File: src/probe_interarrival_jitter_core_assert.svh
// Assertion macros for the probe inter-arrival jitter core.
// Needs clk_i and rst_ni in the including module's scope.
`ifndef PROBE_INTERARRIVAL_JITTER_CORE_ASSERT_SVH
`define PROBE_INTERARRIVAL_JITTER_CORE_ASSERT_SVH

// Same-cycle implication, disabled while in reset.
`define PIJ_ASSERT_NOW(label, ante, cons) \
  label: assert property (@(posedge clk_i) disable iff (!rst_ni) (ante) |-> (cons)) \
    else $error("pij assertion failed");

// Next-cycle implication, disabled while in reset.
`define PIJ_ASSERT_NEXT(label, ante, cons) \
  label: assert property (@(posedge clk_i) disable iff (!rst_ni) (ante) |=> (cons)) \
    else $error("pij assertion failed");

`endif

File: src/pij_pkg.sv
// Shared types, widths and arithmetic helpers for the jitter core.
// No dependencies.
`timescale 1ns / 1ps
package pij_pkg;

  localparam int TS_W    = 48;
  localparam int DLY_W   = 32;
  localparam int FRAC_W  = 4;
  localparam int JIT_W   = DLY_W + FRAC_W;
  localparam int Q_DEPTH = 4;
  localparam int Q_PTR_W = $clog2(Q_DEPTH);
  localparam int Q_CNT_W = $clog2(Q_DEPTH + 1);

  typedef enum logic [1:0] {
    KIND_SKIP,    // lost record: state untouched
    KIND_SEED,    // first received record: delays only
    KIND_START,   // second received record: jitter takes |D|
    KIND_SMOOTH   // later records: first-order smoothing
  } item_kind_e;

  typedef struct packed {
    item_kind_e             kind;
    logic                   last;
    logic [JIT_W-1:0]       tgt_rt;
    logic [JIT_W-1:0]       tgt_fw;
    logic [JIT_W-1:0]       tgt_bw;
  } work_item_t;

  typedef struct packed {
    logic               full;
    logic               empty;
    logic [Q_CNT_W-1:0] count;
  } q_status_t;

  // |cur - prev| scaled by 16, both taken as signed 32-bit delays
  function automatic logic [JIT_W-1:0] change_scaled(input logic [DLY_W-1:0] cur,
                                                     input logic [DLY_W-1:0] prev);
    logic [DLY_W:0]   a;
    logic [DLY_W:0]   b;
    logic [DLY_W:0]   d_ab;
    logic [DLY_W:0]   d_ba;
    logic [DLY_W-1:0] mag;
    a    = {cur[DLY_W-1], cur};
    b    = {prev[DLY_W-1], prev};
    d_ab = a - b;
    d_ba = b - a;
    mag  = d_ab[DLY_W] ? d_ba[DLY_W-1:0] : d_ab[DLY_W-1:0];
    return {mag, {FRAC_W{1'b0}}};
  endfunction

  // j + (t - j) / 16, quotient truncated toward zero
  function automatic logic [JIT_W-1:0] smooth(input logic [JIT_W-1:0] j,
                                              input logic [JIT_W-1:0] t);
    logic [JIT_W:0] up;
    logic [JIT_W:0] dn;
    up = {1'b0, t} - {1'b0, j};
    dn = {1'b0, j} - {1'b0, t};
    if (up[JIT_W]) begin
      return j - (dn[JIT_W-1:0] >> FRAC_W);
    end else begin
      return j + (up[JIT_W-1:0] >> FRAC_W);
    end
  endfunction

endpackage

File: src/pij_front.sv
// Front end: registers the three delays of each record, classifies it
// against the run phase and previous delays, and pushes it to the queue. Uses pij_pkg.
`timescale 1ns / 1ps
module pij_front
  import pij_pkg::*;
(
  input  logic             clk_i,
  input  logic             rst_ni,
  input  logic             in_valid_i,
  output logic             in_stall_o,
  input  logic             reply_received_i,
  input  logic [TS_W-1:0]  send_time_i,
  input  logic [TS_W-1:0]  far_arrival_time_i,
  input  logic [TS_W-1:0]  reply_arrival_time_i,
  input  logic             end_of_run_i,
  input  q_status_t        q_stat_i,
  output logic             push_o,
  output work_item_t       push_item_o
);

  logic             a_valid_q, a_valid_d;
  logic             a_recv_q;
  logic             a_last_q;
  logic [DLY_W-1:0] a_rt_q, a_fw_q, a_bw_q;
  logic [1:0]       phase_q, phase_d;
  logic [DLY_W-1:0] prev_rt_q, prev_rt_d;
  logic [DLY_W-1:0] prev_fw_q, prev_fw_d;
  logic [DLY_W-1:0] prev_bw_q, prev_bw_d;
  logic             take;

  localparam logic [1:0] PH_NONE = 2'd0;
  localparam logic [1:0] PH_ONE  = 2'd1;
  localparam logic [1:0] PH_TWO  = 2'd2;

  assign push_o     = a_valid_q && !q_stat_i.full;
  assign in_stall_o = a_valid_q && q_stat_i.full;
  assign take       = in_valid_i && !in_stall_o;
  assign a_valid_d  = take || (a_valid_q && !push_o);

  // Delays wrap to 32 bits, so only the low timestamp bits matter
  always_ff @(posedge clk_i) begin
    if (take) begin
      a_recv_q <= reply_received_i;
      a_last_q <= end_of_run_i;
      a_rt_q   <= reply_arrival_time_i[DLY_W-1:0] - send_time_i[DLY_W-1:0];
      a_fw_q   <= far_arrival_time_i[DLY_W-1:0] - send_time_i[DLY_W-1:0];
      a_bw_q   <= reply_arrival_time_i[DLY_W-1:0] - far_arrival_time_i[DLY_W-1:0];
    end
  end

  always_comb begin
    push_item_o.last   = a_last_q;
    push_item_o.tgt_rt = change_scaled(a_rt_q, prev_rt_q);
    push_item_o.tgt_fw = change_scaled(a_fw_q, prev_fw_q);
    push_item_o.tgt_bw = change_scaled(a_bw_q, prev_bw_q);
    priority if (!a_recv_q) begin
      push_item_o.kind = KIND_SKIP;
    end else if (phase_q == PH_NONE) begin
      push_item_o.kind = KIND_SEED;
    end else if (phase_q == PH_ONE) begin
      push_item_o.kind = KIND_START;
    end else begin
      push_item_o.kind = KIND_SMOOTH;
    end
  end

  always_comb begin
    phase_d   = phase_q;
    prev_rt_d = prev_rt_q;
    prev_fw_d = prev_fw_q;
    prev_bw_d = prev_bw_q;
    if (push_o) begin
      if (a_recv_q) begin
        phase_d   = (phase_q == PH_NONE) ? PH_ONE : PH_TWO;
        prev_rt_d = a_rt_q;
        prev_fw_d = a_fw_q;
        prev_bw_d = a_bw_q;
      end
      // end of run: back to the reset state after this record
      if (a_last_q) begin
        phase_d   = PH_NONE;
        prev_rt_d = '0;
        prev_fw_d = '0;
        prev_bw_d = '0;
      end
    end
  end

  always_ff @(posedge clk_i or negedge rst_ni) begin
    if (!rst_ni) begin
      a_valid_q <= 1'b0;
      phase_q   <= PH_NONE;
      prev_rt_q <= '0;
      prev_fw_q <= '0;
      prev_bw_q <= '0;
    end else begin
      a_valid_q <= a_valid_d;
      phase_q   <= phase_d;
      prev_rt_q <= prev_rt_d;
      prev_fw_q <= prev_fw_d;
      prev_bw_q <= prev_bw_d;
    end
  end

endmodule

File: src/pij_queue.sv
// Short first-in first-out queue of classified items between front and back.
// Uses pij_pkg.
`timescale 1ns / 1ps
module pij_queue
  import pij_pkg::*;
(
  input  logic        clk_i,
  input  logic        rst_ni,
  input  logic        push_i,
  input  work_item_t  push_item_i,
  input  logic        pop_i,
  output work_item_t  pop_item_o,
  output q_status_t   status_o
);

  work_item_t         mem_q [Q_DEPTH];
  logic [Q_PTR_W-1:0] wr_ptr_q, wr_ptr_d;
  logic [Q_PTR_W-1:0] rd_ptr_q, rd_ptr_d;
  logic [Q_CNT_W-1:0] count_q, count_d;

  assign pop_item_o     = mem_q[rd_ptr_q];
  assign status_o.full  = (count_q == Q_CNT_W'(Q_DEPTH));
  assign status_o.empty = (count_q == '0);
  assign status_o.count = count_q;

  always_comb begin
    wr_ptr_d = push_i ? wr_ptr_q + 1'b1 : wr_ptr_q;
    rd_ptr_d = pop_i  ? rd_ptr_q + 1'b1 : rd_ptr_q;
    count_d  = count_q + Q_CNT_W'(push_i) - Q_CNT_W'(pop_i);
  end

  always_ff @(posedge clk_i) begin
    if (push_i) begin
      mem_q[wr_ptr_q] <= push_item_i;
    end
  end

  always_ff @(posedge clk_i or negedge rst_ni) begin
    if (!rst_ni) begin
      wr_ptr_q <= '0;
      rd_ptr_q <= '0;
      count_q  <= '0;
    end else begin
      wr_ptr_q <= wr_ptr_d;
      rd_ptr_q <= rd_ptr_d;
      count_q  <= count_d;
    end
  end

endmodule

File: src/pij_back.sv
// Back end: applies each item to the jitter estimates and holds the result
// in an output register. Uses pij_pkg.
`timescale 1ns / 1ps
module pij_back
  import pij_pkg::*;
(
  input  logic             clk_i,
  input  logic             rst_ni,
  input  q_status_t        q_stat_i,
  input  work_item_t       pop_item_i,
  output logic             pop_o,
  output logic             out_valid_o,
  input  logic             out_stall_i,
  output logic [JIT_W-1:0] jitter_round_trip_o,
  output logic [JIT_W-1:0] jitter_forward_o,
  output logic [JIT_W-1:0] jitter_backward_o,
  output logic             jitter_valid_o,
  output logic             run_done_o
);

  logic [JIT_W-1:0] est_rt_q, est_rt_d;
  logic [JIT_W-1:0] est_fw_q, est_fw_d;
  logic [JIT_W-1:0] est_bw_q, est_bw_d;
  logic             est_ok_q, est_ok_d;
  logic             out_valid_q, out_valid_d;
  logic [JIT_W-1:0] res_rt, res_fw, res_bw;
  logic             res_ok;
  logic [JIT_W-1:0] out_rt_q, out_fw_q, out_bw_q;
  logic             out_ok_q, out_done_q;

  assign pop_o       = !q_stat_i.empty && (!out_valid_q || !out_stall_i);
  assign out_valid_d = pop_o || (out_valid_q && out_stall_i);

  always_comb begin
    res_rt = est_rt_q;
    res_fw = est_fw_q;
    res_bw = est_bw_q;
    res_ok = est_ok_q;
    unique case (pop_item_i.kind)
      KIND_START: begin
        res_rt = pop_item_i.tgt_rt;
        res_fw = pop_item_i.tgt_fw;
        res_bw = pop_item_i.tgt_bw;
        res_ok = 1'b1;
      end
      KIND_SMOOTH: begin
        res_rt = smooth(est_rt_q, pop_item_i.tgt_rt);
        res_fw = smooth(est_fw_q, pop_item_i.tgt_fw);
        res_bw = smooth(est_bw_q, pop_item_i.tgt_bw);
        res_ok = 1'b1;
      end
      default: begin
        res_ok = est_ok_q;
      end
    endcase
  end

  always_comb begin
    est_rt_d = est_rt_q;
    est_fw_d = est_fw_q;
    est_bw_d = est_bw_q;
    est_ok_d = est_ok_q;
    if (pop_o) begin
      if (pop_item_i.last) begin
        est_rt_d = '0;
        est_fw_d = '0;
        est_bw_d = '0;
        est_ok_d = 1'b0;
      end else begin
        est_rt_d = res_rt;
        est_fw_d = res_fw;
        est_bw_d = res_bw;
        est_ok_d = res_ok;
      end
    end
  end

  // Hold the result while the consumer stalls
  always_ff @(posedge clk_i) begin
    if (pop_o) begin
      out_rt_q   <= res_ok ? res_rt : '0;
      out_fw_q   <= res_ok ? res_fw : '0;
      out_bw_q   <= res_ok ? res_bw : '0;
      out_ok_q   <= res_ok;
      out_done_q <= pop_item_i.last;
    end
  end

  always_ff @(posedge clk_i or negedge rst_ni) begin
    if (!rst_ni) begin
      est_rt_q    <= '0;
      est_fw_q    <= '0;
      est_bw_q    <= '0;
      est_ok_q    <= 1'b0;
      out_valid_q <= 1'b0;
    end else begin
      est_rt_q    <= est_rt_d;
      est_fw_q    <= est_fw_d;
      est_bw_q    <= est_bw_d;
      est_ok_q    <= est_ok_d;
      out_valid_q <= out_valid_d;
    end
  end

  assign out_valid_o         = out_valid_q;
  assign jitter_round_trip_o = out_rt_q;
  assign jitter_forward_o    = out_fw_q;
  assign jitter_backward_o   = out_bw_q;
  assign jitter_valid_o      = out_ok_q;
  assign run_done_o          = out_done_q;

endmodule

File: src/probe_interarrival_jitter_core.sv
// Top level of the probe inter-arrival jitter core: front end, item queue, back end.
// Uses pij_pkg, pij_front, pij_queue, pij_back and the assertion macro header.
`timescale 1ns / 1ps
// One probe record is taken per cycle when nothing stalls, and each gives one
// result through the input register, a queue slot and the output register.
// The front end keeps the previous delays and run phase and forms |D|*16
// for the three delays; the back end folds that into the jitter estimates
// with one add-and-shift step per record, so a record can follow in every
// cycle. A four-entry queue lets either side stall without holding the
// other. Jitters are microseconds with 4 fraction bits and read zero until
// two received records have been seen in a run; end_of_run clears all
// state after its record's result is formed.
module probe_interarrival_jitter_core
  import pij_pkg::*;
(
  input  logic             clk_i,
  input  logic             rst_ni,
  input  logic             in_valid_i,
  output logic             in_stall_o,
  input  logic             reply_received_i,
  input  logic [TS_W-1:0]  send_time_i,
  input  logic [TS_W-1:0]  far_arrival_time_i,
  input  logic [TS_W-1:0]  reply_arrival_time_i,
  input  logic             end_of_run_i,
  output logic             out_valid_o,
  input  logic             out_stall_i,
  output logic [JIT_W-1:0] jitter_round_trip_o,
  output logic [JIT_W-1:0] jitter_forward_o,
  output logic [JIT_W-1:0] jitter_backward_o,
  output logic             jitter_valid_o,
  output logic             run_done_o
);

`include "probe_interarrival_jitter_core_assert.svh"

  q_status_t  q_stat;
  logic       push;
  logic       pop;
  work_item_t push_item;
  work_item_t pop_item;

  pij_front u_front (
    .clk_i               (clk_i),
    .rst_ni              (rst_ni),
    .in_valid_i          (in_valid_i),
    .in_stall_o          (in_stall_o),
    .reply_received_i    (reply_received_i),
    .send_time_i         (send_time_i),
    .far_arrival_time_i  (far_arrival_time_i),
    .reply_arrival_time_i(reply_arrival_time_i),
    .end_of_run_i        (end_of_run_i),
    .q_stat_i            (q_stat),
    .push_o              (push),
    .push_item_o         (push_item)
  );

  pij_queue u_queue (
    .clk_i       (clk_i),
    .rst_ni      (rst_ni),
    .push_i      (push),
    .push_item_i (push_item),
    .pop_i       (pop),
    .pop_item_o  (pop_item),
    .status_o    (q_stat)
  );

  pij_back u_back (
    .clk_i               (clk_i),
    .rst_ni              (rst_ni),
    .q_stat_i            (q_stat),
    .pop_item_i          (pop_item),
    .pop_o               (pop),
    .out_valid_o         (out_valid_o),
    .out_stall_i         (out_stall_i),
    .jitter_round_trip_o (jitter_round_trip_o),
    .jitter_forward_o    (jitter_forward_o),
    .jitter_backward_o   (jitter_backward_o),
    .jitter_valid_o      (jitter_valid_o),
    .run_done_o          (run_done_o)
  );

  `PIJ_ASSERT_NOW(a_no_push_full, push, !q_stat.full)
  `PIJ_ASSERT_NOW(a_no_pop_empty, pop, !q_stat.empty)
  `PIJ_ASSERT_NOW(a_count_bound, 1'b1, q_stat.count <= Q_CNT_W'(Q_DEPTH))
  `PIJ_ASSERT_NOW(a_zero_until_valid, out_valid_o && !jitter_valid_o,
                  jitter_round_trip_o == '0 && jitter_forward_o == '0 &&
                  jitter_backward_o == '0)
  `PIJ_ASSERT_NEXT(a_count_step, push && !pop, q_stat.count == $past(q_stat.count) + 1'b1)

endmodule

File: config.mk
export PLATFORM = sky130hd
export DESIGN_NAME = probe_interarrival_jitter_core
export DESIGN_NICKNAME = d
export VERILOG_FILES = /design/src/pij_pkg.sv /design/src/pij_front.sv /design/src/pij_queue.sv /design/src/pij_back.sv /design/src/probe_interarrival_jitter_core.sv
export VERILOG_INCLUDE_DIRS = /design/src /design/src/src
export SDC_FILE = /design/constraint.sdc
export NUM_CORES = 2
export LEC_CHECK = 0
export BUFFER_PORTS_ARGS = -buffer_cell sky130_fd_sc_hd__buf_2
export CAP_MARGIN = 20
export CELL_PAD_IN_SITES_DETAIL_PLACEMENT = 1
export CELL_PAD_IN_SITES_GLOBAL_PLACEMENT = 1
export CORE_MARGIN = 2
export CORE_UTILIZATION = 50
export CTS_CLUSTER_SIZE = 20
export DETAILED_ROUTE_END_ITERATION = 12
export PLACE_DENSITY_LB_ADDON = 0.1
export SLEW_MARGIN = 20
export SYNTH_ARGS = -nofsm -noshare
export SYNTH_HDL_FRONTEND = slang
export SYNTH_SLANG_ARGS = --single-unit
File: constraint.sdc
create_clock -name clk_i -period 12 [get_ports clk_i]
set_clock_uncertainty 0.15 [all_clocks]
set_input_delay 0.6 -clock clk_i [delete_from_list [all_inputs] [get_ports clk_i]]
set_output_delay 0.6 -clock clk_i [all_outputs]
set_load 0.05 [all_outputs]
==> results.toml <==
[outcome]
status = "completed"

[grt]
grt_max_degree = 193
grt.met2_usage = 0.510
gr-total-overflow = 0
globalRouteMet1Util = 0.452
busiest_layer = "met2"
grt_antenna_before_repair = 5
grt_pass1_wl_um = 326000
met3_usage = 0.0447
grt_pass1_vias = 54754
grtUsageTotal = 0.319

[setup_path]
start_kind = "flop"
arrival_ns = 10.75
crit_family = "compound AO/OA/AOI/OAI gates"
r2r_start = "u_queue.rd_ptr_q[0]"
regToRegSetupSlack_ns = 1.61
cp_num_buf_inv = 1
slowest_delay_ns = 0.93
crit_path_end = "u_back.jitter_backward_o[35]"
cp-end-kind = "flop"
timing.rr.end = "u_back.jitter_backward_o[35]"
cp.depth = 27
critPathSlowestCell = "dfrtp_4"
critPathLaunch = "u_queue.rd_ptr_q[0]"
crit_required_ns = 12.36
r2r_cells = 27
path_class = "flop to flop"
cp_max_fo = 36

[yosys]
synth_fp_nets = 7655
yosys_warnings = 0
yosys.area.top_type = "edfxtp_1"
synth.most_common_cell = "a21oi_1"
syn_area_sq_mm = 0.0641
netlist.area_leader.share = 0.283
ys_seq_area_frac = 0.368
syn_inst = 6898
yosys-top-cells-area = "edfxtp_1 28%, ha_1 12%, dfrtp_1 8.4%"
synth_edf_count = 604
yosys-top-cells-count = "607 x a21oi_1, 604 x edfxtp_1, 603 x inv_1, 591 x ha_1, 552 x nand2_1"
ys_ff_latch = 820
synth.avg_cell_area_sq_um = 9.29
async_reset_ff_frac = 0.263
yosysUniqueCellTypes = 103
synth_flop_cell = "edfxtp_1"

[floorplan]
die_area_sq_mm = 0.131
initial_core_util = 0.503
die_w_um = 362
rows = 131
io_pins = 262
die_h_um = 362
coreArea_sq_mm = 0.127

[timing]
tightest_slew_ns = 1.21
finalHoldViolCount = 0
relSlewSlack = 0.185
tns_ns = 0
rsz0062_at_grt = "false"
drv_slew = 0
timing.fmax_ghz = 0.0963
period_share = 0.866
finalCriticalPeriod_ns = 10.39
setup_viol_count_final = 0
holdWs_ns = 0.0834

[cts]
clk_latency_ns = 0.75
clk_pin_slew_ns = 0.06
root_buffer = "clkbuf_16"
clkSinkCount = 820
ctsResizeCount = 0
cts_tree = "yes"
htreeDepth = 3
clock_path_buffers = 3
cts_buffers = 95

[cells_and_area]
area_growth_pct = 9.11
drive_above_1_share = 0.0901
nets = 7686
fillers = 14443

[placed_design]
dp_hpwl_um = 160000
place.port_buffers = 213
globalplace.congestion = 0.959

[detailed_routing]
drt_pre_antenna_iters = 6
vias = 54041
ant_nets = 0
routed_wirelength_um = 213000
drcViolationCount = 0
dr.first_iter.drc_count = 4421
vias_per_cell = 6.23
wl_per_cell_um = 24.5

[hold_path]
hold_class = "input port to flop"

[flow_run]
maxCapViolCount = 0
## cells in the final DEF (no fill, tap or decap), types with 56 or more instances in the layout
master / Yosys / routed
nor3_1: 127 / 127
a21o_1: 284 / 283
a21oi_1: 607 / 607
clkbuf_16: 0 / 96
nor2b_1: 71 / 70
o21ai_0: 405 / 402
buf_2: 7 / 212
o22ai_1: 69 / 69
nor2_1: 460 / 459
ha_1: 591 / 591
o31ai_1: 145 / 145
dfrtp_1: 216 / 214
nand2b_1: 71 / 70
xor2_1: 164 / 164
mux4_2: 97 / 97
o21bai_1: 83 / 82
o21a_1: 58 / 56
xnor2_1: 346 / 346
a31oi_1: 61 / 60
nand2_1: 552 / 552
mux2i_1: 61 / 61
nand3_1: 141 / 141
o211ai_1: 69 / 69
edfxtp_1: 604 / 604
inv_1: 603 / 602
## layout make-up
cell class | instances | area [sq um] | share of cell area
clock buffer | 124 | 2600 | 0.0372
sequential | 820 | 23600 | 0.337
clock inverter | 56 | 744 | 0.0107
antenna | 1 | 2.50 | 0.0000358
multi-input combinational | 5140 | 37100 | 0.531
inverter | 604 | 2270 | 0.0325
tap | 1662 | 2080 | 0.0298
timing repair buffer | 268 | 1550 | 0.0222
## cell families after synthesis
family / count (synthesis) / synth area share
fa+ha+maj: 607 / 0.120
buf+inv: 938 / 0.0553
compound gates: 2134 / 0.215
xor+xnor: 510 / 0.0697
simple gates: 1721 / 0.127
flops: 820 / 0.368
mux: 168 / 0.0454
## stage by stage
| step | utilization | worst slack, ns | cells | area, sq um |
|---|---|---|---|---|
| floorplan | - | 2.63 | 6898 | 64100 |
| global route | 0.549 | 1.05 | 8674 | 69900 |
| global placement | 0.522 | 2.07 | 8490 | 66500 |
| finish | 0.549 | 1.61 | 8675 | 69900 |
| CTS | 0.549 | 1.86 | 8674 | 69900 |
| detailed placement | 0.522 | 1.98 | 8490 | 66500 |
## per-layer routing
metal  up-vias  share of wire  wire length (um)
met5         -       0.000061                13
met4         2          0.027              5810
met3       293          0.058             12400
met2      1524           0.46             96800
met1     27153           0.46             97500
li1      25069              -                 -
## worst min-delay path by stage
stage / slack [ns] / cells past startpoint / to / startpoint
5_1_grt: 0.04 / 1 / u_front.a_recv_q / reply_received_i
4_1_cts: 0.01 / 1 / u_front.a_recv_q / reply_received_i
2_1_floorplan: 0.15 / 0 / u_back.est_bw_q[0] / rst_ni
3_5_place_dp: 0.32 / 2 / u_front.prev_bw_q[31] / u_front.prev_bw_q[31]
3_3_place_gp: 0.31 / 2 / u_front.prev_fw_q[31] / u_front.prev_fw_q[31]
6_report: 0.08 / 1 / u_front.a_recv_q / reply_received_i
## state kept, by name (all words and copies together) (netlist names), 3 cells and up
register	cells
u_back.est_rt_q	36
u_front.prev_rt_q	32
u_back.est_bw_q	36
u_back.est_fw_q	36
u_back.jitter_round_trip_o	36
u_front.a_fw_q	32
u_back.jitter_backward_o	36
u_queue.count_q	3
u_front.prev_bw_q	32
u_back.jitter_forward_o	36
u_queue.mem_q	396
u_front.a_rt_q	32
u_front.a_bw_q	32
u_front.prev_fw_q	32
## worst reg2reg max path: stages (launching register included)
cell       delay, ns
dfrtp_4         0.93
mux4_2          0.69
ha_1            0.58
o211a_1         0.26
o211ai_1        0.10
a31oi_1         0.57
o2111ai_1       0.29
a31oi_1         0.50
a21oi_1         0.24
a21oi_1         0.34
a21o_1          0.17
a21o_2          0.46
mux2i_1         0.53
ha_1            0.19
nor2b_1         0.16
o31a_1          0.17
o21ai_0         0.12
a2111oi_0       0.82
o41ai_1         0.18
buf_4           0.20
a211oi_1        0.79
a211oi_1        0.28
a21oi_1         0.32
a31oi_1         0.16
o21ai_0         0.23
xor2_1          0.30
o21ai_1         0.13
a221oi_1        0.35
## repair_timing
item                      in CTS  in global routing
hold endpoints to repair      79                  0
hold buffers                   4                  0
buffers inserted               0                  0
Power is not shown: default switching activity piles up to over one toggle a cycle in this logic, so the estimate is an artifact.
